--- config.mk ---
export PLATFORM = sky130hd
export DESIGN_NAME = jbpt_divider
export DESIGN_NICKNAME = d
export VERILOG_FILES = /design/src/rtl/jitter_buffer_playout_tracker_unit_assert.svh /design/src/rtl/jbpt_pkg.sv /design/src/rtl/jbpt_divider.sv
export SDC_FILE = /design/constraint.sdc
export NUM_CORES = 1
export LEC_CHECK = 0
export BUFFER_PORTS_ARGS = -buffer_cell sky130_fd_sc_hd__buf_4
export CAP_MARGIN = 20
export CORE_MARGIN = 2
export CORE_UTILIZATION = 59
export CTS_CLUSTER_SIZE = 30
export DETAILED_ROUTE_END_ITERATION = 12
export PLACE_DENSITY = 0.83
export SYNTH_ARGS = -nofsm -noshare
export SYNTH_HDL_FRONTEND = slang
export SYNTH_SLANG_ARGS = --single-unit
--- constraint.sdc ---
create_clock -name clk -period 5.8 [get_ports clk]
set_input_delay 0.58 -clock clk [delete_from_list [all_inputs] [get_ports clk]]
set_output_delay 0.58 -clock clk [all_outputs]
set_load 0.01 [all_outputs]
--- src/rtl/jitter_buffer_playout_tracker_unit_assert.svh ---
// Assertion macros used by the playout tracker engine.
// Needs clk and rst_n in the scope of every use.
`ifndef JITTER_BUFFER_PLAYOUT_TRACKER_UNIT_ASSERT_SVH
`define JITTER_BUFFER_PLAYOUT_TRACKER_UNIT_ASSERT_SVH
`ifndef NO_ASSERTIONS
`define JBPT_ASSERT_IMP(lbl, ante, cons, msg) \
    lbl: assert property (@(posedge clk) disable iff (!rst_n) (ante) |-> (cons)) \
        else $error(msg);
`define JBPT_ASSERT_NXT(lbl, ante, cons, msg) \
    lbl: assert property (@(posedge clk) disable iff (!rst_n) (ante) |=> (cons)) \
        else $error(msg);
`else
`define JBPT_ASSERT_IMP(lbl, ante, cons, msg)
`define JBPT_ASSERT_NXT(lbl, ante, cons, msg)
`endif
`endif

--- src/rtl/jbpt_pkg.sv ---
// Shared types and constants of the playout tracker.
// No dependencies.
package jbpt_pkg;
    localparam int SLOTS      = 1024;
    localparam int SLOT_W     = $clog2(SLOTS);
    localparam int MAX_WEIGHT = 256;
    localparam int WC_W       = $clog2(MAX_WEIGHT) + 1;
    localparam int SPP_W      = 11;
    localparam int SEQ_W      = 16;
    localparam int DIV_W      = 50;
    localparam int DVS_W      = 19;
    localparam int SQ_IN_W    = 56;
    localparam int SQ_OUT_W   = 28;

    localparam logic [SPP_W-1:0] SPP_RESET = 11'd160;
    localparam logic [SPP_W-1:0] SPP_MAX   = 11'd1024;
    localparam logic [WC_W-1:0]  WEIGHT_INIT = WC_W'(4);
    localparam logic [WC_W-1:0]  WEIGHT_MAX  = WC_W'(MAX_WEIGHT);
    localparam logic [47:0] VAR_MAX = 48'hFFFF_FFFF_FFFF;
    localparam logic [39:0] Q40_MAX = 40'h7F_FFFF_FFFF;
    localparam logic [39:0] Q40_MIN = 40'h80_0000_0000;

    localparam logic KIND_TICK   = 1'b0;
    localparam logic KIND_PACKET = 1'b1;

    typedef struct packed {
        logic             kind;
        logic [SEQ_W-1:0] seq;
    } item_t;

    typedef struct packed {
        logic             start;
        logic [DIV_W-1:0] dividend;
        logic [DVS_W-1:0] divisor;
    } div_req_t;

    typedef struct packed {
        logic             busy;
        logic             done;
        logic [DIV_W-1:0] quot;
    } div_rsp_t;

    typedef struct packed {
        logic               start;
        logic [SQ_IN_W-1:0] radicand;
    } sqrt_req_t;

    typedef struct packed {
        logic                busy;
        logic                done;
        logic [SQ_OUT_W-1:0] root;
    } sqrt_rsp_t;
endpackage

--- src/rtl/jbpt_divider.sv ---
// Restoring unsigned divider, one quotient bit per cycle.
// Depends on jbpt_pkg.
module jbpt_divider (
    input  logic               clk,
    input  logic               rst_n,
    input  jbpt_pkg::div_req_t req,
    output jbpt_pkg::div_rsp_t rsp
);
    import jbpt_pkg::*;

    localparam int CNT_W = $clog2(DIV_W);

    logic [DVS_W-1:0] rem_reg;
    logic [DVS_W-1:0] dvs_reg;
    logic [DIV_W-1:0] quo_reg;
    logic [CNT_W-1:0] cnt_reg;
    logic             busy_reg;
    logic             done_reg;
    logic [DVS_W:0]   rem_sh;
    logic [DVS_W:0]   rem_sub;
    logic             ge;

    always_comb
    begin
        rem_sh  = {rem_reg, quo_reg[DIV_W-1]};
        ge      = (rem_sh >= {1'b0, dvs_reg});
        rem_sub = rem_sh - {1'b0, dvs_reg};
    end

    always_ff @(posedge clk or negedge rst_n)
    begin
        if (!rst_n)
        begin
            busy_reg <= 1'b0;
            done_reg <= 1'b0;
            cnt_reg  <= '0;
            rem_reg  <= '0;
            dvs_reg  <= '0;
            quo_reg  <= '0;
        end
        else if (req.start)
        begin
            busy_reg <= 1'b1;
            done_reg <= 1'b0;
            cnt_reg  <= '0;
            rem_reg  <= '0;
            dvs_reg  <= req.divisor;
            quo_reg  <= req.dividend;
        end
        else if (busy_reg)
        begin
            rem_reg <= ge ? rem_sub[DVS_W-1:0] : rem_sh[DVS_W-1:0];
            quo_reg <= {quo_reg[DIV_W-2:0], ge};
            cnt_reg <= cnt_reg + CNT_W'(1);
            if (cnt_reg == CNT_W'(DIV_W - 1))
            begin
                busy_reg <= 1'b0;
                done_reg <= 1'b1;
            end
        end
        else
        begin
            done_reg <= 1'b0;
        end
    end

    assign rsp.busy = busy_reg;
    assign rsp.done = done_reg;
    assign rsp.quot = quo_reg;
endmodule

**Word level (Yosys, flattened, before mapping)**

Cells that the tools add are included.

- Register bits: 96
- Latch bits: 0
- RAM bits: 0
- Memory bits (read-only): 0
- Output and inout bits: 52
- Logic and storage cells: 25
- Memories: 0

- Add/subtract/negate cells: 2
- Multipliers: 0
- Div/mod/pow operators: 0
- Magnitude comparators: 1
- Eq/ne operators: 2
- Shift-type cells: 0
- Multiplexer cells: 13
- Bitwise logic cells: 0
- Reduce and logical (&&, ||, !) cells: 1

Operators with widths:

| operator | number |
|---|---|
| 2-to-1 mux 50 bit | 2 |
| 2-to-1 mux 19 bit | 3 |
| >= comparator 20 x 19 -> 1 bit | 1 |
| subtractor 19 bit | 1 |
| 2-to-1 mux 6 bit | 2 |
| adder 6 x 1 -> 6 bit (second input constant) | 1 |
| equality test 6 bit (second input constant) | 1 |
| 2-to-1 mux 1 bit | 6 |
| != test 3 x 2 -> 1 bit (second input constant) | 1 |
| nonzero test 2 bit | 1 |

**Longest topological paths before layout**

- Depth in word-level cells: 4
- Gate-level depth with buffers: 11

**Worst setup path after synthesis**

OpenSTA, ideal clock, no wires.

- Path kind: reg2reg
- Start point: register quo_reg[49]
- End point: register rem_reg[10]
- Library setup time: 99 ps
- Arrival: 2463 ps
- Required time: 5701 ps
- Slack: 3237 ps
- Stages on the path, launching flop included: 12
- Path buffers: 1
- Clock period less this slack: 2563 ps
- Path through: dfrtp_1 inv_1 ha_1 inv_1 fa_1 a211oi_1 o211a_1 nor3_2 o31ai_2 buf_2 nand2_1 a311oi_1

- Word-level cells in the longest chain between the ends: 4
- Elaborated cells on any way between the ends: 5
- Classes of those cells: add/sub (1); order compare (1); mux (3)

Ends and longest elaborated chain:

| element | RTL line | RTL |
|---|---|---|
| start, declared | jbpt_divider.sv:15 | `logic [DIV_W-1:0] quo_reg;` |
| start signal, assigned | jbpt_divider.sv:48 | `quo_reg <= req.dividend;` |
| start signal, assigned | jbpt_divider.sv:53 | `quo_reg <= {quo_reg[DIV_W-2:0], ge};` |
| subtractor 19 bit or >= comparator 20 x 19 -> 1 bit (tied branches) | jbpt_divider.sv:27, jbpt_divider.sv:26 |  |
| 2-to-1 mux 19 bit (*) | jbpt_divider.sv:52 | `rem_reg <= ge ? rem_sub[DVS_W-1:0] : rem_sh[DVS_W-1:0];` |
| 2-to-1 mux 19 bit (*) | jbpt_divider.sv:50 | `else if (busy_reg)` |
| 2-to-1 mux 19 bit (*) | jbpt_divider.sv:41 | `else if (req.start)` |
| end signal, assigned | jbpt_divider.sv:52 |  |
| end, declared | jbpt_divider.sv:13 | `logic [DVS_W-1:0] rem_reg;` |

Every way passes the cells marked *; elsewhere a longest branch is shown, timed or not. The select of a mux whose other input is x is not followed.
A chain may end at the register's enable or synchronous reset.

**Worst setup path in the final report**

- Start point: register quo_reg[49]
- End point: register rem_reg[0]

Same word-level chain as after synthesis.

==> results.cfg <==
[sta]
fin_crit_sh_pct = 54.5
hold_viol_final = 0
fin_worst_skew_ps = 17.6
worst_slack_ps = 2640
drv_slew = 0
tightest_slew_ps = 1020
fin_setup_tns_ps = 0
fmax_mhz = 316
slew_headroom_pct = 32.3
fin_crit_ps = 3160
finalSetupViolCount = 0
grt_setup_unrepaired = no
hold_slack_ps = 98.6

[placed_design]
dp_worst_setup_slack_ps = 2660
portBuffers = 123
dp_hpwl_mm = 8.88
gp_congestion = 0.928
dpl_cell_area_mm2 = 0.00636

[global_route]
grt_max_degree = 124
grt_pass1_wl_mm = 20.8
grt_pass1_vias = 4328
antenna_found_initial = 0
grt_usage_pct = 25.7
gr-total-overflow = 0

[layout]
antennaDiodeCount = 0
drive_above_1_share_pct = 22.1
largest_reg_flops = 50
seqCellArea_mm2 = 0.00241
fin_area_mm2 = 0.00659
multiInputGateArea_mm2 = 0.00276
syn_to_final_growth_pct = 21.2
nets = 785
nFillCells = 716

[clocking]
numCtsBuffers = 9
cts_sinks = 96
ctsResizeCount = 0
cts_tree = yes
holdBufCountCts = 0
post_cts_buffers = 0
clk_transition_reported_paths_ps = 100
cts_htree_levels = 3
worstSkewPairLatency_ps = 380
cts_root_buf = clkbuf_8
clock_path_buffers = 2

[synthesis]
synth_edf_count = 0
ys_ff_latch = 96
synth_seq_area_share_pct = 44.2
yosysWarnings = 0
synthesis.area_mm2 = 0.00544
synthArstFlopShare_pct = 100
synthFlopType = dfrtp_1
syn-num-nets = 686
synth.distinct_cells = 60
avgSynthCellArea_um2 = 9.18
syn_inst = 592

[power]
leakagePower_nw = 3.47
ir_drop_mv = 0.142
powerDensity_mw_per_mm2 = 226

[critical_path]
timing.rr.end = rem_reg[0]
crit_type = flop to flop
cp_slowest_stage_delay_ps = 830
crit_path_frequent_cell = inv_1
arrival_ps = 3420
crit_required_ps = 6060
critPathLaunch = quo_reg[49]
r2r_setup_slack_ps = 2640
crit_path_end_kind = flop
worst_path_max_delay_cell = o31ai_4
startpoint_type = flop
path_buf_inv = 2
reg2regPathDepth = 10
r2r_start = quo_reg[49]
cp.depth = 10
path_cells = inv_1 > ha_1 > inv_1 > fa_1 > a211oi_1 > o211a_1 > nor3_2 > o31ai_4 > nand2_1 > a311oi_1
worstPathMaxFanout = 21
cpLargestDelayFamily = compound AO/OA/AOI/OAI gates
endpoint = rem_reg[0]

[drt]
wl_mm = 12.7
viasPerCell = 5.78
drc = 0
route.met2.wl_mm = 6.46
first_pass_iters = 5
wl_met1_mm = 5.65
met3WireLength_um = 418
drt_iter0_markers = 223
ant_nets = 0
vias = 4662
routedWlPerCell_um = 15.7
routed.top_layer = met4

[run]
cap_viol_max_count = 0

[run_status]
outcome = complete, no violations

[floorplan]
die_y_um = 100
start_util_pct = 59.7
die-area_mm2 = 0.0100
die_w_um = 100
ioPinCount = 124
rows = 35
core_area_mm2 = 0.00911

[hold_path]
holdCritPathClass = input pin to asynchronous set/reset pin
worst min path at each step:
stage                     startpoint          to  slack [ps]  cells after the start
after floorplan                rst_n    busy_reg         280                      0
after global placement    dvs_reg[0]  dvs_reg[0]         480                      1
after detailed placement       rst_n  cnt_reg[3]         500                      1
after CTS                      rst_n  cnt_reg[3]         100                      1
after global routing           rst_n  cnt_reg[3]         120                      1
final                          rst_n  cnt_reg[4]         100                      1
metal layers:
metal  track usage (%)  up-vias
met3              3.20       17
met2              42.7      109
li1                  -     2289
met5                 0        -
met4              7.59        0
met1              35.9     2247
power by group:
group	total (mW)	switching, mW	internal (mW)
registers	0.749	0.0336	0.716
clock network	0.441	0.262	0.179
logic	0.302	0.160	0.142
cells in the mapped netlist, types with 4 or more instances:
| cell type | number | area share, % |
|---|---|---|
| clkbuf_1 | 28 | 1.9 |
| o21a_1 | 5 | 0.69 |
| a21o_1 | 9 | 1.2 |
| inv_1 | 27 | 1.9 |
| nand2_1 | 105 | 7.2 |
| buf_2 | 5 | 0.46 |
| a311oi_1 | 12 | 1.9 |
| xor2_1 | 8 | 1.3 |
| and3_1 | 4 | 0.46 |
| o21ai_1 | 29 | 2.7 |
| nor2_1 | 30 | 2.1 |
| nand4_1 | 7 | 0.81 |
| ha_1 | 21 | 4.8 |
| mux2i_1 | 50 | 9.2 |
| o21ai_0 | 52 | 4.8 |
| dfrtp_1 | 96 | 44 |
| a31oi_1 | 4 | 0.46 |
| nor3_1 | 6 | 0.55 |
| a211oi_1 | 8 | 1.1 |
| a21oi_1 | 18 | 1.7 |
| xnor2_1 | 8 | 1.3 |
| nand3_1 | 7 | 0.64 |
placed cells by master (no fill, tap or decap), types with 2 or more instances in the layout:
master	Yosys	routed
buf_4	2	126
nand2_1	105	105
dfrtp_1	96	95
o21ai_0	52	52
mux2i_1	50	50
nor2_1	30	30
o21ai_1	29	29
inv_1	27	27
ha_1	21	21
a21oi_1	18	18
a311oi_1	12	12
clkbuf_8	0	10
a21o_1	9	9
a211oi_1	8	8
xor2_1	8	8
xnor2_1	8	8
nand4_1	7	7
nand3_1	7	7
nor3_1	6	6
o21a_1	5	5
a31oi_1	4	4
and3_1	4	4
or3_1	3	3
a221oi_1	3	3
nand2_2	2	2
o31ai_4	1	2
o21bai_1	2	2
a31o_2	2	2
o31a_1	2	2
a41oi_1	2	2
o31ai_1	2	2
nand2b_1	2	2
o221ai_1	2	2
clkinv_4	0	2
inv_6	0	2
cell type report:
type	count	area share, %
clock buffer	10	2.09
clock inverter	6	0.950
sequential	96	36.5
inverter	28	1.60
multi-input combinational	429	41.9
tap	111	2.11
timing repair buffer	127	14.8
through the flow:
step	instances	power [mW]	util, %
2_1_floorplan	592	0.921	-
3_5_place_dp	790	1.06	69.8
4_1_cts	806	1.50	72.0
6_report	807	1.49	72.3
5_1_grt	807	1.57	72.3
3_3_place_gp	790	1.05	69.8
logic make-up after synthesis:
family                     synth area share, %
xor gates and xnor gates                  2.58
buffers and inverters                     5.16
muxes                                     9.41
AOI/OAI and AO/OA                         19.8
DFF                                       44.2
and+or+nand+nor                           13.6
adders and majority gates                 5.20
Power figures use the tool's default switching activity.
