--- src/rtl/jitter_buffer_playout_tracker_unit_assert.svh ---
// Assertion macros used by the playout tracker engine.
// Needs clk and rst_n in the scope of every use.
`ifndef JITTER_BUFFER_PLAYOUT_TRACKER_UNIT_ASSERT_SVH
`define JITTER_BUFFER_PLAYOUT_TRACKER_UNIT_ASSERT_SVH
`ifndef NO_ASSERTIONS
`define JBPT_ASSERT_IMP(lbl, ante, cons, msg) \
    lbl: assert property (@(posedge clk) disable iff (!rst_n) (ante) |-> (cons)) \
        else $error(msg);
`define JBPT_ASSERT_NXT(lbl, ante, cons, msg) \
    lbl: assert property (@(posedge clk) disable iff (!rst_n) (ante) |=> (cons)) \
        else $error(msg);
`else
`define JBPT_ASSERT_IMP(lbl, ante, cons, msg)
`define JBPT_ASSERT_NXT(lbl, ante, cons, msg)
`endif
`endif

--- src/rtl/jbpt_pkg.sv ---
// Shared types and constants of the playout tracker.
// No dependencies.
package jbpt_pkg;
    localparam int SLOTS      = 1024;
    localparam int SLOT_W     = $clog2(SLOTS);
    localparam int MAX_WEIGHT = 256;
    localparam int WC_W       = $clog2(MAX_WEIGHT) + 1;
    localparam int SPP_W      = 11;
    localparam int SEQ_W      = 16;
    localparam int DIV_W      = 50;
    localparam int DVS_W      = 19;
    localparam int SQ_IN_W    = 56;
    localparam int SQ_OUT_W   = 28;

    localparam logic [SPP_W-1:0] SPP_RESET = 11'd160;
    localparam logic [SPP_W-1:0] SPP_MAX   = 11'd1024;
    localparam logic [WC_W-1:0]  WEIGHT_INIT = WC_W'(4);
    localparam logic [WC_W-1:0]  WEIGHT_MAX  = WC_W'(MAX_WEIGHT);
    localparam logic [47:0] VAR_MAX = 48'hFFFF_FFFF_FFFF;
    localparam logic [39:0] Q40_MAX = 40'h7F_FFFF_FFFF;
    localparam logic [39:0] Q40_MIN = 40'h80_0000_0000;

    localparam logic KIND_TICK   = 1'b0;
    localparam logic KIND_PACKET = 1'b1;

    typedef struct packed {
        logic             kind;
        logic [SEQ_W-1:0] seq;
    } item_t;

    typedef struct packed {
        logic             start;
        logic [DIV_W-1:0] dividend;
        logic [DVS_W-1:0] divisor;
    } div_req_t;

    typedef struct packed {
        logic             busy;
        logic             done;
        logic [DIV_W-1:0] quot;
    } div_rsp_t;

    typedef struct packed {
        logic               start;
        logic [SQ_IN_W-1:0] radicand;
    } sqrt_req_t;

    typedef struct packed {
        logic                busy;
        logic                done;
        logic [SQ_OUT_W-1:0] root;
    } sqrt_rsp_t;
endpackage

--- src/rtl/jbpt_queue.sv ---
// Two-entry input queue between the stream slave port and the engine.
// Depends on jbpt_pkg.
module jbpt_queue (
    input  logic           clk,
    input  logic           rst_n,
    input  logic           enable,
    input  logic           in_valid,
    output logic           in_ready,
    input  jbpt_pkg::item_t in_item,
    output logic           out_valid,
    input  logic           out_ready,
    output jbpt_pkg::item_t out_item
);
    import jbpt_pkg::*;

    item_t      entry_reg [2];
    logic       wr_ptr_reg;
    logic       rd_ptr_reg;
    logic [1:0] count_reg;
    logic       push;
    logic       pop;

    assign in_ready  = enable && (count_reg != 2'd2);
    assign out_valid = (count_reg != 2'd0);
    assign out_item  = entry_reg[rd_ptr_reg];
    assign push      = in_valid && in_ready;
    assign pop       = out_valid && out_ready;

    always_ff @(posedge clk)
    begin
        if (push)
        begin
            entry_reg[wr_ptr_reg] <= in_item;
        end
    end

    always_ff @(posedge clk or negedge rst_n)
    begin
        if (!rst_n)
        begin
            wr_ptr_reg <= 1'b0;
            rd_ptr_reg <= 1'b0;
            count_reg  <= 2'd0;
        end
        else
        begin
            if (push)
            begin
                wr_ptr_reg <= ~wr_ptr_reg;
            end
            if (pop)
            begin
                rd_ptr_reg <= ~rd_ptr_reg;
            end
            if (push && !pop)
            begin
                count_reg <= count_reg + 2'd1;
            end
            else if (pop && !push)
            begin
                count_reg <= count_reg - 2'd1;
            end
        end
    end
endmodule

--- config.mk ---
export PLATFORM = sky130hd
export DESIGN_NAME = jbpt_queue
export DESIGN_NICKNAME = d
export VERILOG_FILES = /design/src/rtl/jitter_buffer_playout_tracker_unit_assert.svh /design/src/rtl/jbpt_pkg.sv /design/src/rtl/jbpt_queue.sv
export SDC_FILE = /design/constraint.sdc
export NUM_CORES = 1
export LEC_CHECK = 0
export CORE_ASPECT_RATIO = 0.75
export CORE_MARGIN = 8
export CORE_UTILIZATION = 35
export CTS_BUF_LIST = sky130_fd_sc_hd__clkbuf_8 sky130_fd_sc_hd__clkbuf_16
export DETAILED_ROUTE_END_ITERATION = 12
export DONT_BUFFER_PORTS = 1
export PLACE_DENSITY = 0.45
export SLEW_MARGIN = 20
export SYNTH_ARGS = -nofsm -noshare
export SYNTH_HDL_FRONTEND = slang
export SYNTH_SLANG_ARGS = --single-unit
--- constraint.sdc ---
create_clock -name clk -period 1.9 [get_ports clk]
set_input_delay 0.285 -clock clk [delete_from_list [all_inputs] [get_ports clk]]
set_output_delay 0.285 -clock clk [all_outputs]
set_load 0.01 [all_outputs]
-- Yosys cells after proc, flatten, opt, wreduce, memory -nomap -nowiden
Memory sizes are Yosys's and may differ from the RTL's.
Index checks and enable logic that the tools add are counted.
- register bits: 4
- bits in writable memories: 34
- output and inout port bits: 19
- memories: 1
- memory list (memory ; words ; bits a word ; read ports ; clocked after memory_dff ; write ports ; line ; text):
    entry_reg ; 2 ; 17 ; 1 ; 0 ; 1 ; jbpt_queue.sv:16 ; item_t entry_reg [2];
- add/subtract/negate cells: 2
- eq/ne operators: 1
- mux-type cells: 4
- bitwise logic cells: 2
- reduce and logical (&&, ||, !) cells: 9
- operator list (kind ; number):
    logical AND 1 bit ; 5
    two-way mux 2 bit ; 2
    nonzero test 2 bit ; 2
    adder 2 x 1 -> 2 bit (second input constant) ; 1
    logical NOT 1 bit ; 2
    two-way mux 1 bit ; 2
    != test 2 bit (second input constant) ; 1
    NOT 1 bit ; 2
    subtractor 2 x 1 -> 2 bit (second input constant) ; 1

-- Logic depth before layout (Yosys ltp)
Gate-level depths: netlist of the first run.
- word-level depth: 7
- gate-level depth with buffers: 6

-- Worst setup path after synthesis of the first run
OpenSTA, ideal clock, no wires.
- path type: register to register
- from: register count_reg[0]
- to: memory entry_reg[1][0] (netlist bit) (enable)
- data arrival time: 1.181 ns
- data required time: 1.525 ns
- setup slack: 0.344 ns
- cell stages (with the launch flop): 4
- period minus slack after synthesis: 1.556 ns
- cells stage by stage: dfrtp_1 nand2b_1 and3_4 and2_1
- longest elaborated chain between the ends: 5
- RTL lines (element ; line ; text):
    start: declaration ; jbpt_queue.sv:19 ; logic [1:0] count_reg;
    start signal: assignment ; jbpt_queue.sv:57 ; count_reg <= count_reg + 2'd1;
    start signal: assignment ; jbpt_queue.sv:61 ; count_reg <= count_reg - 2'd1;
    != test 2 bit ; jbpt_queue.sv:23 ; assign in_ready = enable && (count_reg != 2'd2);
    logical AND 1 bit ; jbpt_queue.sv:23 ;
    logical AND 1 bit ; jbpt_queue.sv:26 ; assign push = in_valid && in_ready;
    named net push ; jbpt_queue.sv:20 ; logic push;
    two-way mux 1 bit ; jbpt_queue.sv:31 ; if (push)
    two-way mux 1 bit (implied by the code) ; jbpt_queue.sv:33 ; entry_reg[wr_ptr_reg] <= in_item;
    end: declaration ; jbpt_queue.sv:16 ;
The timed path passes the listed nets, and every way through them passes these cells.

==> results of run 1 <==
## final cells by class
type | instances | area share [%]
Clock inverter | 3 | 0.681
Tap cell | 55 | 4.16
Sequential cell | 38 | 67.8
Multi-Input combinational cell | 31 | 20.7
Timing Repair Buffer | 5 | 2.42
Clock buffer | 5 | 4.16
## power breakdown
part / switching, mW / internal (mW)
registers: 0.0565 / 1.06
logic: 0.342 / 0.317
clock network: 0.249 / 0.245
total: 0.647 / 1.62
## critical path, cell delays in order (launching register included)
cell	delay [ns]
dfrtp_1	0.35
buf_4	0.25
mux2_2	0.40
## cells by family after synthesis
family,Yosys count
flops,38
mux,17
simple gates,8
xor+xnor,5
buf+inv,2
fa+ha+maj,1
## per-layer routing
layer	share of wire [%]	vias up
met3	15	2
li1	-	283
met4	0.59	0
met2	47	26
met1	38	308
met5	0	-
## worst paths after layout
kind                       slack (ns)               end  cells after the start
min reg2reg                      0.50      count_reg[1]                      1
max in group asynchronous        1.45        wr_ptr_reg                      1
max reg2reg                      0.44      count_reg[1]                      5
max                              0.34       out_item[9]                      2
min                               0.1  entry_reg[0][10]                      0
min in group asynchronous        0.28      count_reg[0]                      1
## repair_timing
item	in CTS	in global routing
hold buffers	1	0
buffers inserted	0	0
hold endpoints to repair	4	0
gates resized for setup	0	0
## cell usage in the layout (no fill, tap or decap), drive strengths merged
master,n
buf,4
and2b,1
clkbuf,5
mux2,17
dlygate4sd3,1
nand2b,1
nor2,1
dfrtp,4
clkinv,3
xnor2,2
and2,2
nand2,1
edfxtp,34
xor2,3
or2,1
ha,1
and3,1
## through the flow
| stage | instance area, µm² | utilization, % |
|---|---|---|
| after floorplan | 1490 | - |
| after global placement | 1560 | 38.5 |
| after detailed placement | 1560 | 38.5 |
| after CTS | 1650 | 40.8 |
| after global routing | 1650 | 40.8 |
| final | 1650 | 40.8 |
==> metrics.md, run 1 <==
| Metric | Value |
|---|---|
| Outcome | complete, no violations |
| Worst flop-to-flop path startpoint | count_reg[0] |
| Maximum vdd drop | 0.634 mV |
| Slew headroom | 83.6% |
| Multiplexer share of the synthesized area | 15.2% |
| Adder-cell share of the synthesized area | 0.842% |
| CTS Root Cell | clkbuf_8 |
| Hold Startpoint | in_item[10] |
| Pre-antenna DRT Iters | 3 |
| Reg area | 1120 µm² |
| Crit path max fanout | 13 |
| Post-Layout Cell Count | ~140 |
| Core area | 4050 µm² |
| Post-Syn Area | 1490 µm² |
| Final period utilization | 82.2% |
| Gr busiest metal | met2 |
| Starting Density | between 30 and 40% |
| Critical Path RT | 1.62 ns |
| P&R area growth vs syn | 11.2% |
| Layout net count | 104 |
| Share of layout cells above drive strength 1 | a little over a third |
| Clk_lat worst skew | 0.28 ns |
| PnR worst setup slack | around 0.34 ns |
| Area leader, netlist | edfxtp_1 |
| Main area contributors after synthesis | edfxtp_1, mux2_4, dfrtp_1, mux2_2, buf_6 |
| Antenna-violating nets left | 0 |
| DRT iter0 DRCs | 65 |
| Largest net degree at the start of global routing | 18 |
| Total gr overflow | 0 |
| PD cells | 1370 nW/µm² |
| Global-route wire length before repair | around 3800 µm |
| # clock sinks | 38 |
| Fmax | 640 MHz |
| Synth Flop Type | edfxtp_1 |
| CP startpoint kind | flop |
| Sequential fraction of the synthesis area | 75.4% |
| Largest family of logic cells by synthesized area | multiplexers |
| Setup Total Neg Slack | 0 ns |
| # fillers | roughly 370 |
| GRT Overall Usage | 7.88% |
| # setup viols final | 0 |
| Setup WS pre-CTS | 0.434 ns |
| Synthesis Warnings | 0 |
| H-tree depth | 2 |
| Fin. max-slew vios | 0 |
| Clk buf depth | 2 |
| Post-synth EDFFs | 34 |
| Total chip power | 2.27 mW |
| M3 GR Usage | 6.70% |
| Met2 GRT Util | 11.4% |
| Die H | approximately 72 µm |
| Crit path time final | around 1.6 ns |
| Final HPWL DP | 1640 µm |
| Hold Path Class | in -> reg |
| Die width | 91.3 µm |
| Clock transition at path regs | 0.07 ns |
| Io pins | 41 |
| Synthesized area per cell | 20.9 µm² |
| Row count | 20 |
| N_diodes | 0 |
| Cells after Synth | 71 |
| Area of the multi-input gates | 343 µm² |
| Most instantiated library cell after synthesis | edfxtp_1 |
| CP Capture Type | output pin |
| Final GP Congestion | 0.602 |
| Total Wirelength | 2370 µm |
| Leak | 0.582 nW |
| WL/cell | 17.3 µm |
| Inst Count DP | 128 |
| Die footprint | 6610 µm² |
| Port Buffers | 0 |
| Clk_skew | about 0.0043 ns |
| Share of the synthesized area in the top cell type | 68.7% |
| Crit Path Category | reg -> out |
| CTS tree | built |
| Simple-Gate Fraction of Synth Area | between 3 and 4% |
| Slew of the pin with the lowest slew margin | 0.246 ns |
| Initial antenna violation count | 0 |
| Count of cell types in the netlist | 16 |
| Minimum hold slack | about 0.1 ns |
| Syn nets | 94 |
| Remaining DRCs | 0 |
| Via count | 619 |
| CTS buffer count | 5 |
| CP startpoint | rd_ptr_reg |
| Complex-gate fraction of the synthesized area | 0% |
| Maximum Capacitance Violations | 0 |
| Data arrival, critical path | 1.28 ns |
| Synth top cells by count | edfxtp_1, mux2_4, mux2_2, dfrtp_1 |
| Met1 usage | 8.05% |
| Register bit total from synthesis | 38 |
| Final Hold Viols | 0 |
| Via density | 4.52 |
| Ys async rst share | 10.5% |
| Vias in the first global route | 687 |
| Post-Synth XOR/XNOR Area | 3.45% |
| Max FFs per register | 34 |
| RSZ-0062 raised after global routing | false |
Power figures use the tool's default switching activity.
==> run 2, diff against run 1 <==
- clock period: 1.9 -> 1.6 ns (I/O delays scaled with it)
==> run 2 against run 1 <==
Sequential cell count is the same. Non-clock buffer count grew 1. Utilization grew 1.1 points. First-iteration DRC count shrank 77%. Via count shrank 1.3%.
==> metrics.md, run 2 (synthesis gave the netlist of run 1 again) <==
| Metric | Value |
|---|---|
| Global-route wire length before repair | 3830 µm (+0.74%) |
| Crit-path cells | nand2b_1 > and3_4 > ha_1 > xor2_1 > nor2_1 > xor2_1 |
| Crit Path Category | reg -> reg |
| Via count | 611 (-1.3%) |
| DRT iter0 DRCs | 15 (-77%) |
| Total Wirelength | 2380 µm (about the same) |
| CP max stage cell | dfrtp_1 |
| Via density | 4.43 (-2.0%) |
| CP startpoint kind | flop |
| Final HPWL DP | 1680 µm (+2.7%) |
| Layout net count | 105 (+0.96%) |
| Reg area | 1120 µm² (unchanged) |
| # setup viols final | 0 (unchanged) |
| FF-to-FF path depth | 6 (+1) |
| Remaining DRCs | 0 (unchanged) |
| Cell mode on critical path | xor2_1 |
| Post-Layout Cell Count | 138 (+0.73%) |
| Die width | 91.3 µm (unchanged) |
| Most frequent cells in the layout | edfxtp_1, mux2_4, mux2_2 |
| Crit path max fanout | 4 (-9) |
| RSZ-0062 raised after global routing | false |
| Final period utilization | 91.4% |
| Slew of the pin with the lowest slew margin | 0.194 ns (-0.0516 ns) |
| Final GP Congestion | 0.611 (+1.4%) |
| Io pins | 41 (unchanged) |
| R2R Path End | count_reg[1] |
| Worst flop-to-flop path startpoint | count_reg[0] |
| Slew headroom | 87.0% (+3.4 points) |
| Commonest non-fill, non-tap cell in the layout | edfxtp_1 |
| PD cells | 1650 nW/µm² (+20%) |
| Clk_lat worst skew | 0.27 ns (about the same) |
| # clock sinks | 38 (unchanged) |
| CTS tree | built |
| P&R area growth vs syn | 14.1% |
| Hold Path Class | in -> reg |
| Die H | 72.4 µm (unchanged) |
| Inst Count DP | 128 (unchanged) |
| Data arrival, critical path | 1.67 ns (+0.39 ns) |
| Initial antenna violation count | 0 (unchanged) |
| Outcome | complete, no violations |
| Setup WS pre-CTS | 0.106 ns (-0.327 ns) |
| Clk_skew | 0.00512 ns (+0.000865 ns) |
| Row count | 20 (unchanged) |
| Crit path time final | 1.46 ns |
| Largest net degree at the start of global routing | 18 (unchanged) |
| CTS buffer count | 5 (unchanged) |
| CP Capture Type | flop |
| Worst Hold Path EP | entry_reg[1][16] |
| Core area | 4050 µm² (unchanged) |
| Share of layout cells above drive strength 1 | 38.6% (+3.2 points) |
| Final Hold Viols | 0 (unchanged) |
| Area of the multi-input gates | 343 µm² (unchanged) |
| Clk buf depth | 2 (unchanged) |
| N_diodes | 0 (unchanged) |
| Pre-antenna DRT Iters | 4 (+1) |
| Total gr overflow | 0 (unchanged) |
| # fillers | 367 (-1.6%) |
| Total chip power | 2.79 mW (+23%) |
| Setup Total Neg Slack | 0 ns (unchanged) |
| Leak | 0.604 nW (+3.9%) |
| WL/cell | 17.2 µm (-0.64%) |
| Vias in the first global route | 713 (+3.8%) |
| Fin. max-slew vios | 0 (unchanged) |
| Core Util, Final | 41.9% (+1.1 points) |
| H-tree depth | 2 (unchanged) |
| PnR worst setup slack | 0.138 ns (-0.200 ns) |
| Worst path max stage delay | 0.41 ns (about the same) |
| WHS Path Cells | 0 (unchanged) |
| GRT Overall Usage | 8.02% (+0.14 points) |
| Die footprint | 6610 µm² (unchanged) |
| Starting Density | 36.7% (unchanged) |
| Antenna-violating nets left | 0 (unchanged) |
| Critical Path RT | 1.81 ns (+0.19 ns) |
| CTS Root Cell | clkbuf_8 |
| Fmax | 684 MHz |
| Clock transition at path regs | 0.07 ns (about the same) |
| Port Buffers | 0 (unchanged) |
| Maximum vdd drop | 0.668 mV (+5.3%) |
| Hold Startpoint | in_item[16] |
| FF-to-FF setup slack | 0.14 ns (-0.30 ns) |
| Max FFs per register | 34 (unchanged) |
| Maximum Capacitance Violations | 0 (unchanged) |
==> run 2: layer usage <==
metal | wire length [µm] | vias up | track usage, %
met4 | 14 | 0 | 3.80
met3 | 352 | 2 | 6.91
met5 | 0 | - | 0
li1 | - | 289 | -
met2 | 1160 | 24 | 12.6
met1 | 846 | 296 | 7.19
==> run 2: stage by stage <==
step	hold WS (ns)	area (µm²)
floorplan	-0.0556	1490
global placement	-0.0555	1590
detailed placement	-0.0554	1590
CTS	0.0424	1690
global route	0.0313	1700
finish	0.0545	1700
==> run 2: layout make-up <==
type | count | area share (%)
clock buffers | 6 | 4.87
well taps | 55 | 4.06
clock inverters | 2 | 0.516
repair buffers | 6 | 4.28
flip-flops and latches | 38 | 66.1
multi-input cells | 31 | 20.2
==> run 2: critical path, delay by kind of cell, from the launching register on <==
family / cells / cell delay [ns]
flops: 1 / 0.41
xor+xnor: 2 / 0.28
fa+ha+maj: 1 / 0.21
simple gates: 3 / 0.48
==> run 2: power by group <==
part           total, mW  internal (mW)  switching [mW]
sequential          1.32           1.26          0.0649
combinational      0.836          0.415           0.421
clock              0.633          0.341           0.292
total               2.79           2.01           0.778
==> run 2: worst max-delay path by stage <==
stage	cells past startpoint	endpoint	from	slack, ns
global placement	5	count_reg[1]	count_reg[0]	0.18
floorplan	3	entry_reg[1][0]	count_reg[0]	0.04
CTS	6	count_reg[1]	count_reg[0]	0.11
global route	6	count_reg[1]	count_reg[0]	0.01
finish	6	count_reg[1]	count_reg[0]	0.14
detailed placement	6	count_reg[1]	count_reg[0]	0.11
==> run 2: repair_timing <==
item / CTS / global route
endpoints found under the hold margin: 4 / 0
endpoints found under the setup margin: 0 / 1
hold buffers: 1 / 0
buffers inserted: 0 / 1
gates resized for setup: 0 / 0
