**config.mk**
```make
export PLATFORM = sky130hd
export DESIGN_NAME = jbpt_sqrt
export DESIGN_NICKNAME = d
export VERILOG_FILES = /design/src/rtl/jitter_buffer_playout_tracker_unit_assert.svh /design/src/rtl/jbpt_pkg.sv /design/src/rtl/jbpt_sqrt.sv
export SDC_FILE = /design/constraint.sdc
export NUM_CORES = 1
export LEC_CHECK = 0
export BUFFER_PORTS_ARGS = -buffer_cell sky130_fd_sc_hd__buf_2
export CORE_AREA = 2 2 139 141
export CTS_CLUSTER_DIAMETER = 120
export CTS_CLUSTER_SIZE = 10
export DETAILED_ROUTE_END_ITERATION = 8
export DIE_AREA = 0 0 141 143
export PLACE_DENSITY = 0.57
export SLEW_MARGIN = 0
export SYNTH_ARGS = -nofsm -noshare
export SYNTH_HDL_FRONTEND = slang
export SYNTH_SLANG_ARGS = --single-unit
```
**constraint.sdc**
```tcl
create_clock -name clk -period 2.53 [get_ports clk]
set_input_delay 0.1265 -clock clk [delete_from_list [all_inputs] [get_ports clk]]
set_output_delay 0.1265 -clock clk [all_outputs]
set_load 0.05 [all_outputs]
```
**src/rtl/jitter_buffer_playout_tracker_unit_assert.svh**
```systemverilog
// Assertion macros used by the playout tracker engine.
// Needs clk and rst_n in the scope of every use.
`ifndef JITTER_BUFFER_PLAYOUT_TRACKER_UNIT_ASSERT_SVH
`define JITTER_BUFFER_PLAYOUT_TRACKER_UNIT_ASSERT_SVH
`ifndef NO_ASSERTIONS
`define JBPT_ASSERT_IMP(lbl, ante, cons, msg) \
    lbl: assert property (@(posedge clk) disable iff (!rst_n) (ante) |-> (cons)) \
        else $error(msg);
`define JBPT_ASSERT_NXT(lbl, ante, cons, msg) \
    lbl: assert property (@(posedge clk) disable iff (!rst_n) (ante) |=> (cons)) \
        else $error(msg);
`else
`define JBPT_ASSERT_IMP(lbl, ante, cons, msg)
`define JBPT_ASSERT_NXT(lbl, ante, cons, msg)
`endif
`endif

```
**src/rtl/jbpt_pkg.sv**
```systemverilog
// Shared types and constants of the playout tracker.
// No dependencies.
package jbpt_pkg;
    localparam int SLOTS      = 1024;
    localparam int SLOT_W     = $clog2(SLOTS);
    localparam int MAX_WEIGHT = 256;
    localparam int WC_W       = $clog2(MAX_WEIGHT) + 1;
    localparam int SPP_W      = 11;
    localparam int SEQ_W      = 16;
    localparam int DIV_W      = 50;
    localparam int DVS_W      = 19;
    localparam int SQ_IN_W    = 56;
    localparam int SQ_OUT_W   = 28;

    localparam logic [SPP_W-1:0] SPP_RESET = 11'd160;
    localparam logic [SPP_W-1:0] SPP_MAX   = 11'd1024;
    localparam logic [WC_W-1:0]  WEIGHT_INIT = WC_W'(4);
    localparam logic [WC_W-1:0]  WEIGHT_MAX  = WC_W'(MAX_WEIGHT);
    localparam logic [47:0] VAR_MAX = 48'hFFFF_FFFF_FFFF;
    localparam logic [39:0] Q40_MAX = 40'h7F_FFFF_FFFF;
    localparam logic [39:0] Q40_MIN = 40'h80_0000_0000;

    localparam logic KIND_TICK   = 1'b0;
    localparam logic KIND_PACKET = 1'b1;

    typedef struct packed {
        logic             kind;
        logic [SEQ_W-1:0] seq;
    } item_t;

    typedef struct packed {
        logic             start;
        logic [DIV_W-1:0] dividend;
        logic [DVS_W-1:0] divisor;
    } div_req_t;

    typedef struct packed {
        logic             busy;
        logic             done;
        logic [DIV_W-1:0] quot;
    } div_rsp_t;

    typedef struct packed {
        logic               start;
        logic [SQ_IN_W-1:0] radicand;
    } sqrt_req_t;

    typedef struct packed {
        logic                busy;
        logic                done;
        logic [SQ_OUT_W-1:0] root;
    } sqrt_rsp_t;
endpackage

```
**src/rtl/jbpt_sqrt.sv**
```systemverilog
// Digit-by-digit integer square root, one root bit per cycle.
// Depends on jbpt_pkg.
module jbpt_sqrt (
    input  logic                clk,
    input  logic                rst_n,
    input  jbpt_pkg::sqrt_req_t req,
    output jbpt_pkg::sqrt_rsp_t rsp
);
    import jbpt_pkg::*;

    localparam int REM_W = SQ_OUT_W + 2;
    localparam int CNT_W = $clog2(SQ_OUT_W);

    logic [SQ_IN_W-1:0]  rad_reg;
    logic [REM_W-1:0]    rem_reg;
    logic [SQ_OUT_W-1:0] root_reg;
    logic [CNT_W-1:0]    cnt_reg;
    logic                busy_reg;
    logic                done_reg;
    logic [REM_W+1:0]    rem_sh;
    logic [REM_W+1:0]    trial;
    logic [REM_W+1:0]    rem_sub;
    logic                ge;

    always_comb
    begin
        rem_sh  = {rem_reg, rad_reg[SQ_IN_W-1:SQ_IN_W-2]};
        trial   = {2'b00, root_reg, 2'b01};
        ge      = (rem_sh >= trial);
        rem_sub = rem_sh - trial;
    end

    always_ff @(posedge clk or negedge rst_n)
    begin
        if (!rst_n)
        begin
            busy_reg <= 1'b0;
            done_reg <= 1'b0;
            cnt_reg  <= '0;
            rad_reg  <= '0;
            rem_reg  <= '0;
            root_reg <= '0;
        end
        else if (req.start)
        begin
            busy_reg <= 1'b1;
            done_reg <= 1'b0;
            cnt_reg  <= '0;
            rad_reg  <= req.radicand;
            rem_reg  <= '0;
            root_reg <= '0;
        end
        else if (busy_reg)
        begin
            rem_reg  <= ge ? rem_sub[REM_W-1:0] : rem_sh[REM_W-1:0];
            root_reg <= {root_reg[SQ_OUT_W-2:0], ge};
            rad_reg  <= {rad_reg[SQ_IN_W-3:0], 2'b00};
            cnt_reg  <= cnt_reg + CNT_W'(1);
            if (cnt_reg == CNT_W'(SQ_OUT_W - 1))
            begin
                busy_reg <= 1'b0;
                done_reg <= 1'b1;
            end
        end
        else
        begin
            done_reg <= 1'b0;
        end
    end

    assign rsp.busy = busy_reg;
    assign rsp.done = done_reg;
    assign rsp.root = root_reg;
endmodule

```
Word-level counts from Yosys, hierarchy flattened

Cells that the tools add are included.

Register bits: 121
Input bits: 59
Output and inout port bits: 30
Logic and storage cells: 27

Add/subtract/negate cells: 2
$lt $le $gt $ge: 1
Equality and inequality tests: 2
Multiplexer cells: 15
Reductions and logical operators: 1

Operators with widths:

| kind                  | number |
|---|---|
| $mux W56              | 2 |
| $mux W30              | 3 |
| $mux W28              | 2 |
| $ge A32 B30 Y1        | 1 |
| $sub A30 B30 Y30      | 1 |
| $mux W5               | 2 |
| $mux W1               | 6 |
| $add A5 B1 Y5 const B | 1 |
| $eq A5 B5 Y1 const B  | 1 |
| $ne A3 B2 Y1 const B  | 1 |
| $reduce_bool A2 Y1    | 1 |

Logic depth before layout (Yosys ltp)

Gate-level depths: netlist of the first run.

Depth after elaboration: 4
Mapped depth: 13
Depth with buffers taken out: 10

Worst setup path before layout of the first run

No wires, ideal clock.

Path type: reg-to-reg
Start point: register root_reg[23]
End point: register rem_reg[29]
Library setup time: 138 ps
Data arrival time: 2686 ps
Data required time: 2392 ps
Setup slack: -294 ps
Cell stages (with the launch flop): 12
Period minus slack after synthesis: 2824 ps
Cells stage by stage: dfrtp_1 -> inv_1 -> ha_1 -> buf_6 -> a21o_1 -> a21o_1 -> a21o_1 -> a31oi_4 -> o211ai_4 -> mux2_2 -> a311oi_1 -> a211oi_1

Longest elaborated chain between the ends: 4
Elaborated cells on any way between the ends: 5
Classes of those cells: add/sub: 1; order compare: 1; mux: 3

Ends and longest elaborated chain:

| what                                               | line                             | source |
|---|---|---|
| start, declared                                    | jbpt_sqrt.sv:16                  | `logic [SQ_OUT_W-1:0] root_reg;` |
| start signal, assigned                             | jbpt_sqrt.sv:56                  | `root_reg <= {root_reg[SQ_OUT_W-2:0], ge};` |
| $sub A30 B30 Y30 or $ge A32 B30 Y1 (tied branches) | jbpt_sqrt.sv:30, jbpt_sqrt.sv:29 |  |
| $mux W30 (*)                                       | jbpt_sqrt.sv:55                  | `rem_reg <= ge ? rem_sub[REM_W-1:0] : rem_sh[REM_W-1:0];` |
| $mux W30 (*)                                       | jbpt_sqrt.sv:53                  | `else if (busy_reg)` |
| $mux W30 (*)                                       | jbpt_sqrt.sv:44                  | `else if (req.start)` |
| end signal, assigned                               | jbpt_sqrt.sv:55                  |  |
| end, declared                                      | jbpt_sqrt.sv:15                  | `logic [REM_W-1:0] rem_reg;` |

Mark *: on every way between the ends. The rest lies on a longest branch, timed or not. The select of a mux whose other input is x is not followed.
A chain may end at the register's enable or synchronous reset.

Worst setup path after layout of the first run

Start point: register rem_reg[13]
End point: register rem_reg[28]

Longest elaborated chain between the ends: 4
Elaborated cells on any way between the ends: 5
Classes of those cells: add/sub: 1; order compare: 1; mux: 3

Ends and longest elaborated chain:

| what                                               | line |
|---|---|
| $sub A30 B30 Y30 or $ge A32 B30 Y1 (tied branches) | jbpt_sqrt.sv:30, jbpt_sqrt.sv:29 |
| $mux W30 (*)                                       | jbpt_sqrt.sv:55 |
| $mux W30 (*)                                       | jbpt_sqrt.sv:53 |
| $mux W30 (*)                                       | jbpt_sqrt.sv:44 |

Marks and branches as above.

==> metrics, run 1 <==
largest net degree at the start of global routing=66; die area=0.0202 sq mm; FILL cells=1613; reg2reg path depth=10; Cells after Synth=781; Iter 0 DRT Violations=362; syn_area_per_cell=9.36 sq um; crit path to=rem_reg[28]; RSZ-0062 raised after global routing=yes; worst slack at placement=-0.0656 ns; DR vias=6296; Synth Net Count=871; Seq. cell area=0.00307 sq mm; max reg flops=56; # setup viols final=0; post-layout min period=2.51 ns; Main synth FF type=dfrtp_1; Die Ht=143 um; # IOs=89; Global Route Usage Sum=0.183; core region area=0.0186 sq mm; count of final max-slew check failures=0; hold slack final=0.219 ns; main combinational cell family by area after synthesis=compound AO/OA/AOI/OAI gates; Power Density=1080 mW/mm^2; Num CTS Buffers=17; DP HPWL=12000 um; Synth Area in Simple Gates=0.132; initial antenna violation count=0; startpoint types=flip-flop; # nets final=1087; Final Cycle Share=0.992; Hold Path Class=in -> async; #FFs+latches synth=121; Setup WS post-layout=0.0202 ns; setup TNS=0 ns; design area=0.0103 sq mm; Worst-path clk slew=0.06 ns; Post-Synth XOR/XNOR Area=0.0287; area share of fa/ha/maj cells after synthesis=0.0530; Die X=141 um; outcome=finished, final reports clean; crit path DAT=2.80 ns; Clock Path Buffers=2; Setup CP Type=reg -> reg; dpl cell area=0.00872 sq mm; area of the multi-input gates=0.00436 sq mm; RePlAce Congestion=0.838; CP endpoint kind=flip-flop; RR Startpoint=rem_reg[13]; DR vias/cell=5.07; first-pass GRT wire length=29800 um; post-synthesis cell type count=61; clk sinks=121; Max VDD drop=666 uV; fraction of layout cells with a size suffix above 1=0.330; Compound-Gate Fraction of Synth Area=0.172; worst path required time=2.82 ns; vias in the first global route=6176; ant diodes=0; clk_lat worst skew=0.42 ns; mux share of post-synthesis cell area=0.148; YS warnings=0; Setup Skew=0.00901 ns; EDFF count, synth=0; sequential area share after synthesis=0.414; FF-to-FF End=rem_reg[28]; row count=50; FMAX=398 MHz; Root Buffer=clkbuf_16; max cap viols=0; Rel. slew slack=0.546; Slew @ Worst Pin=0.681 ns; area grow syn2layout=40.9%; Worst Setup SP=rem_reg[13]; FFs w/ async S/R, synth=1.00; Pre-antenna DRT Iters=4; CTS tree=built; Final Hold Violating Endpoints=0; Worst Path Max Fanout=6; Congestion Overflow GR=0; flop-to-flop setup slack=0.02 ns; CTS H-Tree Depth=4; post-route DRC violation count=0; Initial Utilization=0.394; Post-Syn Area=0.00731 sq mm; number of routed nets with antenna violations=0; Wirelength per Cell=14.3 um; Leak=0.00521 uW; drt total wl=17800 um; port bufs=88
## what timing repair did
| item | CTS | global route |
|---|---|---|
| hold buffers | 57 | 0 |
| buffers inserted | 1 | 12 |
| pin swaps | 10 | 16 |
| setup endpoints to repair | 6 | 28 |
| resized for setup | 15 | 52 |
| hold endpoints to repair | 87 | 0 |
## cell usage after synthesis (2+ instances only)
master,number,area share
dfrtp_1,121,0.41
mux2i_1,100,0.14
nand2_1,83,0.043
nor2_1,80,0.041
o21ai_0,77,0.053
inv_1,44,0.023
clkbuf_1,36,0.018
ha_1,31,0.053
a21oi_1,30,0.021
a211oi_1,22,0.023
xnor2_1,15,0.018
a21o_1,11,0.011
xor2_1,9,0.011
nor3_1,8,0.0055
mux2_2,7,0.011
a31oi_1,6,0.0051
and3_1,5,0.0043
nand3_1,5,0.0034
o21ai_1,5,0.0034
and2_1,4,0.0034
buf_2,4,0.0027
nand2b_1,4,0.0034
nand4_1,4,0.0034
o2111ai_1,4,0.0048
o21a_1,4,0.0041
o21bai_1,4,0.0041
a311oi_1,3,0.0036
buf_4,3,0.0031
buf_6,3,0.0046
nor2b_1,3,0.0026
nor4_1,3,0.0026
o211ai_1,3,0.0031
o31ai_1,3,0.0031
or3_1,3,0.0026
a21boi_0,2,0.0021
a31oi_4,2,0.0058
nand3b_1,2,0.0021
nor3b_1,2,0.0021
o21ai_2,2,0.0024
o22ai_1,2,0.0017
o2bb2ai_1,2,0.0024
## worst min-delay path by stage
| stage | start | endpoint |
|---|---|---|
| 6_report | rst_n | rem_reg[17] |
| 5_1_grt | rst_n | root_reg[12] |
| 4_1_cts | req[56] | cnt_reg[4] |
| 3_5_place_dp | rst_n | rem_reg[15] |
| 3_3_place_gp | rst_n | rem_reg[17] |
| 2_1_floorplan | rst_n | busy_reg |
## layout make-up
class,count,area share
Sequential cell,121,0.298
Clock inverter,13,0.0141
Inverter,44,0.0160
Multi-Input combinational cell,569,0.423
Timing Repair Buffer,244,0.178
Clock buffer,18,0.0426
Tap cell,234,0.0284
## worst max-delay path, stage by stage, from the launching register on
cell      delay, ns
dfrtp_1        0.41
ha_4           0.33
nand2_1        0.06
o21a_1         0.21
a21oi_1        0.19
o211ai_1       0.18
o211ai_4       0.33
buf_4          0.17
mux2_2         0.32
mux2i_1        0.13
a311oi_1       0.06
## metal layers
metal | up-vias | routed length [um] | track usage
li1 | 3184 | - | -
met1 | 3002 | 8620 | 0.249
met2 | 92 | 8490 | 0.295
met3 | 18 | 498 | 0.0409
met4 | 0 | 212 | 0.0532
met5 | - | 0 | 0
## power breakdown
part           internal (uW)  total, uW  switching [uW]  leakage (uW)
Sequential              2230       2470             240       0.00151
Clock                   1480       2420             944      0.000279
Combinational           3250       6250            2990       0.00342
## kinds of logic after synthesis
logic type,Yosys count
fa+ha+maj,31
simple gates,214
flops,121
buf+inv,91
xor+xnor,24
compound gates,193
mux,107
## stage by stage
step	util	std cells	total power (uW)
6_report	0.555	1243	11100
5_1_grt	0.555	1243	11900
4_1_cts	0.536	1231	10600
3_5_place_dp	0.469	1142	7890
3_3_place_gp	0.469	1142	7870
2_1_floorplan	-	781	6260
## cell usage in the layout (no fill, tap or decap), drive strengths merged, types with 3 or more instances in the layout
cell type	netlist	layout
nand4	5	5
a31oi	8	8
o21ai	84	84
or3	3	3
nand2b	4	4
a311oi	4	4
xnor2	15	15
buf	11	187
and3	5	5
mux2i	100	100
nor2	80	80
nor4	5	5
a21o	11	11
ha	31	31
clkinv	0	5
o21a	4	4
clkinvlp	0	3
xor2	9	9
nand2	83	83
and2	4	4
nor3	8	8
clkbuf	36	18
o211ai	4	4
a21oi	31	31
dlygate4sd3	0	57
o21bai	4	4
a211oi	23	23
nand3	5	5
inv	44	47
o2111ai	5	5
mux2	7	7
dfrtp	121	121
o31ai	4	4
nor2b	4	4
Power figures use the tool's default switching activity.
==> inputs of run 2 (changes only) <==
==> constraint.sdc (replaced) <==
create_clock -name clk -period 2.53 [get_ports clk]
set_input_delay 0.253 -clock clk [delete_from_list [all_inputs] [get_ports clk]]
set_output_delay 0.253 -clock clk [all_outputs]
set_load 0.05 [all_outputs]
==> run 2 against run 1 <==
Utilization decreased by 2.7 points. Clock skew fell by 0.0032 ns. Count of clock-buffer cells in the layout is the same. The flow now finishes with violations (negative setup slack). Wire length fell by 1.3%. Critical path type unchanged. Total power fell by 0.77%. Highest routed layer unchanged. Global-route usage shrank 0.43 points. Cell count down 3.0%. Register-to-register slack worse by 0.03 ns. Critical path depth grew 1. First-iteration DRC count rose by 4.4%. Sequential power about the same. Sequential share of layout area rose by 1.5 points.
==> metrics, run 2 (same netlist as run 1, synthesis figures left out) <==
post-layout min period=2.54 ns (+0.0270 ns); CP max-delay cell=nor4_4; Max VDD drop=665 uV (-0.22%); Iter 0 DRT Violations=378 (+4.4%); drt total wl=17600 um (-1.3%); first-pass GRT wire length=29000 um (-2.7%); Die Ht=143 um (unchanged); Global Route Usage Sum=0.179 (-0.00425); core region area=0.0186 sq mm (unchanged); ant diodes=0 (unchanged); fraction of layout cells with a size suffix above 1=0.360 (+0.0301); vias in the first global route=5890 (-4.6%); RePlAce Congestion=0.857 (+2.3%); commonest non-fill, non-tap cell in the layout=buf_4; Setup Skew=0.00585 ns (-0.00316 ns); crit-path cells=inv_1, ha_4, a21oi_2, o21a_1, o21ai_2, nor4_4, o211ai_4, buf_6, buf_12, mux2i_1, a211oi_1; clk sinks=121 (unchanged); post-route DRC violation count=0 (unchanged); max cap viols=0 (unchanged); Setup CP Type=reg -> reg; violated checks=negative setup slack; outcome=complete, but fails checks; Setup WS post-layout=-0.00683 ns (-0.0270 ns); CP endpoint kind=flip-flop; Root Buffer=clkbuf_16; Congestion Overflow GR=0 (unchanged); worst path required time=2.85 ns (+0.03 ns); DR vias/cell=5.09 (+0.45%); RSZ-0062 raised after global routing=yes; Rel. slew slack=0.521 (-0.0250); Slew @ Worst Pin=0.719 ns (+0.0375 ns); DR vias=6136 (-2.5%); Die X=141 um (unchanged); Final Cycle Share=1.00 (+0.0107); Pre-antenna DRT Iters=5 (+1); die area=0.0202 sq mm (unchanged); largest net degree at the start of global routing=89 (+35%); # setup viols final=1 (+1); most frequent cells in the layout=buf_4 (112), mux2i_1 (100), dfrtp_1 (93); row count=50 (unchanged); Wirelength per Cell=14.6 um (+1.8%); max incr delay on CP=0.43 ns (+0.02 ns); FMAX=394 MHz (-1.1%); count of final max-slew check failures=0 (unchanged); design area=0.00981 sq mm (-4.8%); final core occ=0.528 (-0.0265); max reg flops=56 (unchanged); Num CTS Buffers=17 (unchanged); Clock Path Buffers=2 (unchanged); DP HPWL=12300 um (+2.9%); port bufs=88 (unchanged); CTS H-Tree Depth=4 (unchanged); dpl cells=1163 (+1.8%); setup TNS=-0.00683 ns (-0.00683 ns); crit path DAT=2.85 ns (+0.05 ns); Leak=0.00506 uW (-2.9%); CTS tree=built; Power Density=1130 mW/mm^2 (+4.2%); clk_lat worst skew=0.42 ns (about the same); # nets final=1050 (-3.4%); # IOs=89 (unchanged); hold slack final=0.0293 ns (-0.190 ns); startpoint types=flip-flop; number of routed nets with antenna violations=0 (unchanged); area grow syn2layout=34.2%; dpl cell area=0.00887 sq mm (+1.7%); Worst-path clk slew=0.06 ns (about the same); Non-Filler Instances=1206 (-3.0%); Initial Utilization=0.394 (unchanged); Hold Path Class=in -> reg; Worst Path Max Fanout=6 (unchanged); initial antenna violation count=0 (unchanged); Final Hold Violating Endpoints=0 (unchanged)
[run 2: cell count changes in the layout (fill, tap and decap cells not counted), sizes merged]
cell / change
bufinv: -1
inv: +1
dlygate4sd3: -56
buf: +17
clkbuf: +1
clkinv: -2
clkinvlp: +2
o211ai: +1
[run 2: cell type report]
cell class | count | area [sq um]
Inverter | 44 | 165
Clock buffer | 18 | 429
Clock inverter | 13 | 121
Multi-Input combinational cell | 570 | 4330
Sequential cell | 121 | 3070
Fill cell | 1712 | 8770
Tap cell | 234 | 293
Timing Repair Buffer | 206 | 1410
[run 2: path summary, 6_finish.rpt]
kind	from	to	slack, ns	cells past startpoint
max	root_reg[13]	rem_reg[9]	-0.007	11
min	req[27]	rad_reg[27]	0.03	3
max reg2reg	root_reg[13]	rem_reg[9]	-0.007	11
min reg2reg	done_reg	done_reg	0.53	2
max in group asynchronous	rst_n	rad_reg[39]	1.35	3
min in group asynchronous	rst_n	rem_reg[15]	0.42	2
[run 2: critical path, delay by kind of cell (launching register included)]
| kind | cells | cell delay [ns] |
|---|---|---|
| compound gates | 5 | 0.87 |
| simple gates | 1 | 0.43 |
| buf+inv | 3 | 0.39 |
| mux | 1 | 0.11 |
| flops | 1 | 0.39 |
| fa+ha+maj | 1 | 0.23 |
[run 2: stage by stage]
step / setup slack (ns) / power, uW
global placement: -0.117 / 7930
CTS: -0.0138 / 10600
floorplan: -0.0141 / 6260
finish: -0.00683 / 11100
detailed placement: -0.107 / 7970
global route: -0.117 / 11800
[run 2: timing repair]
action	CTS	global route
cloned	1	1
hold buffers	1	0
pin swaps	10	19
setup buffers	5	8
endpoints found under the hold margin	47	0
endpoints found under the setup margin	17	29
resized for setup	15	48
[run 2: power breakdown]
part	total (uW)	internal [uW]	switching [uW]
logic	6300	3220	3080
registers	2450	2230	224
clock network	2300	1350	947
[run 2: per-layer routing]
layer  up-vias  part of all wire  GRT usage
li1       3119                 -          -
met1      2890              0.49      0.253
met2       104              0.45      0.272
met3        23             0.033     0.0345
met4         0             0.019     0.0684
met5         -                 0          0
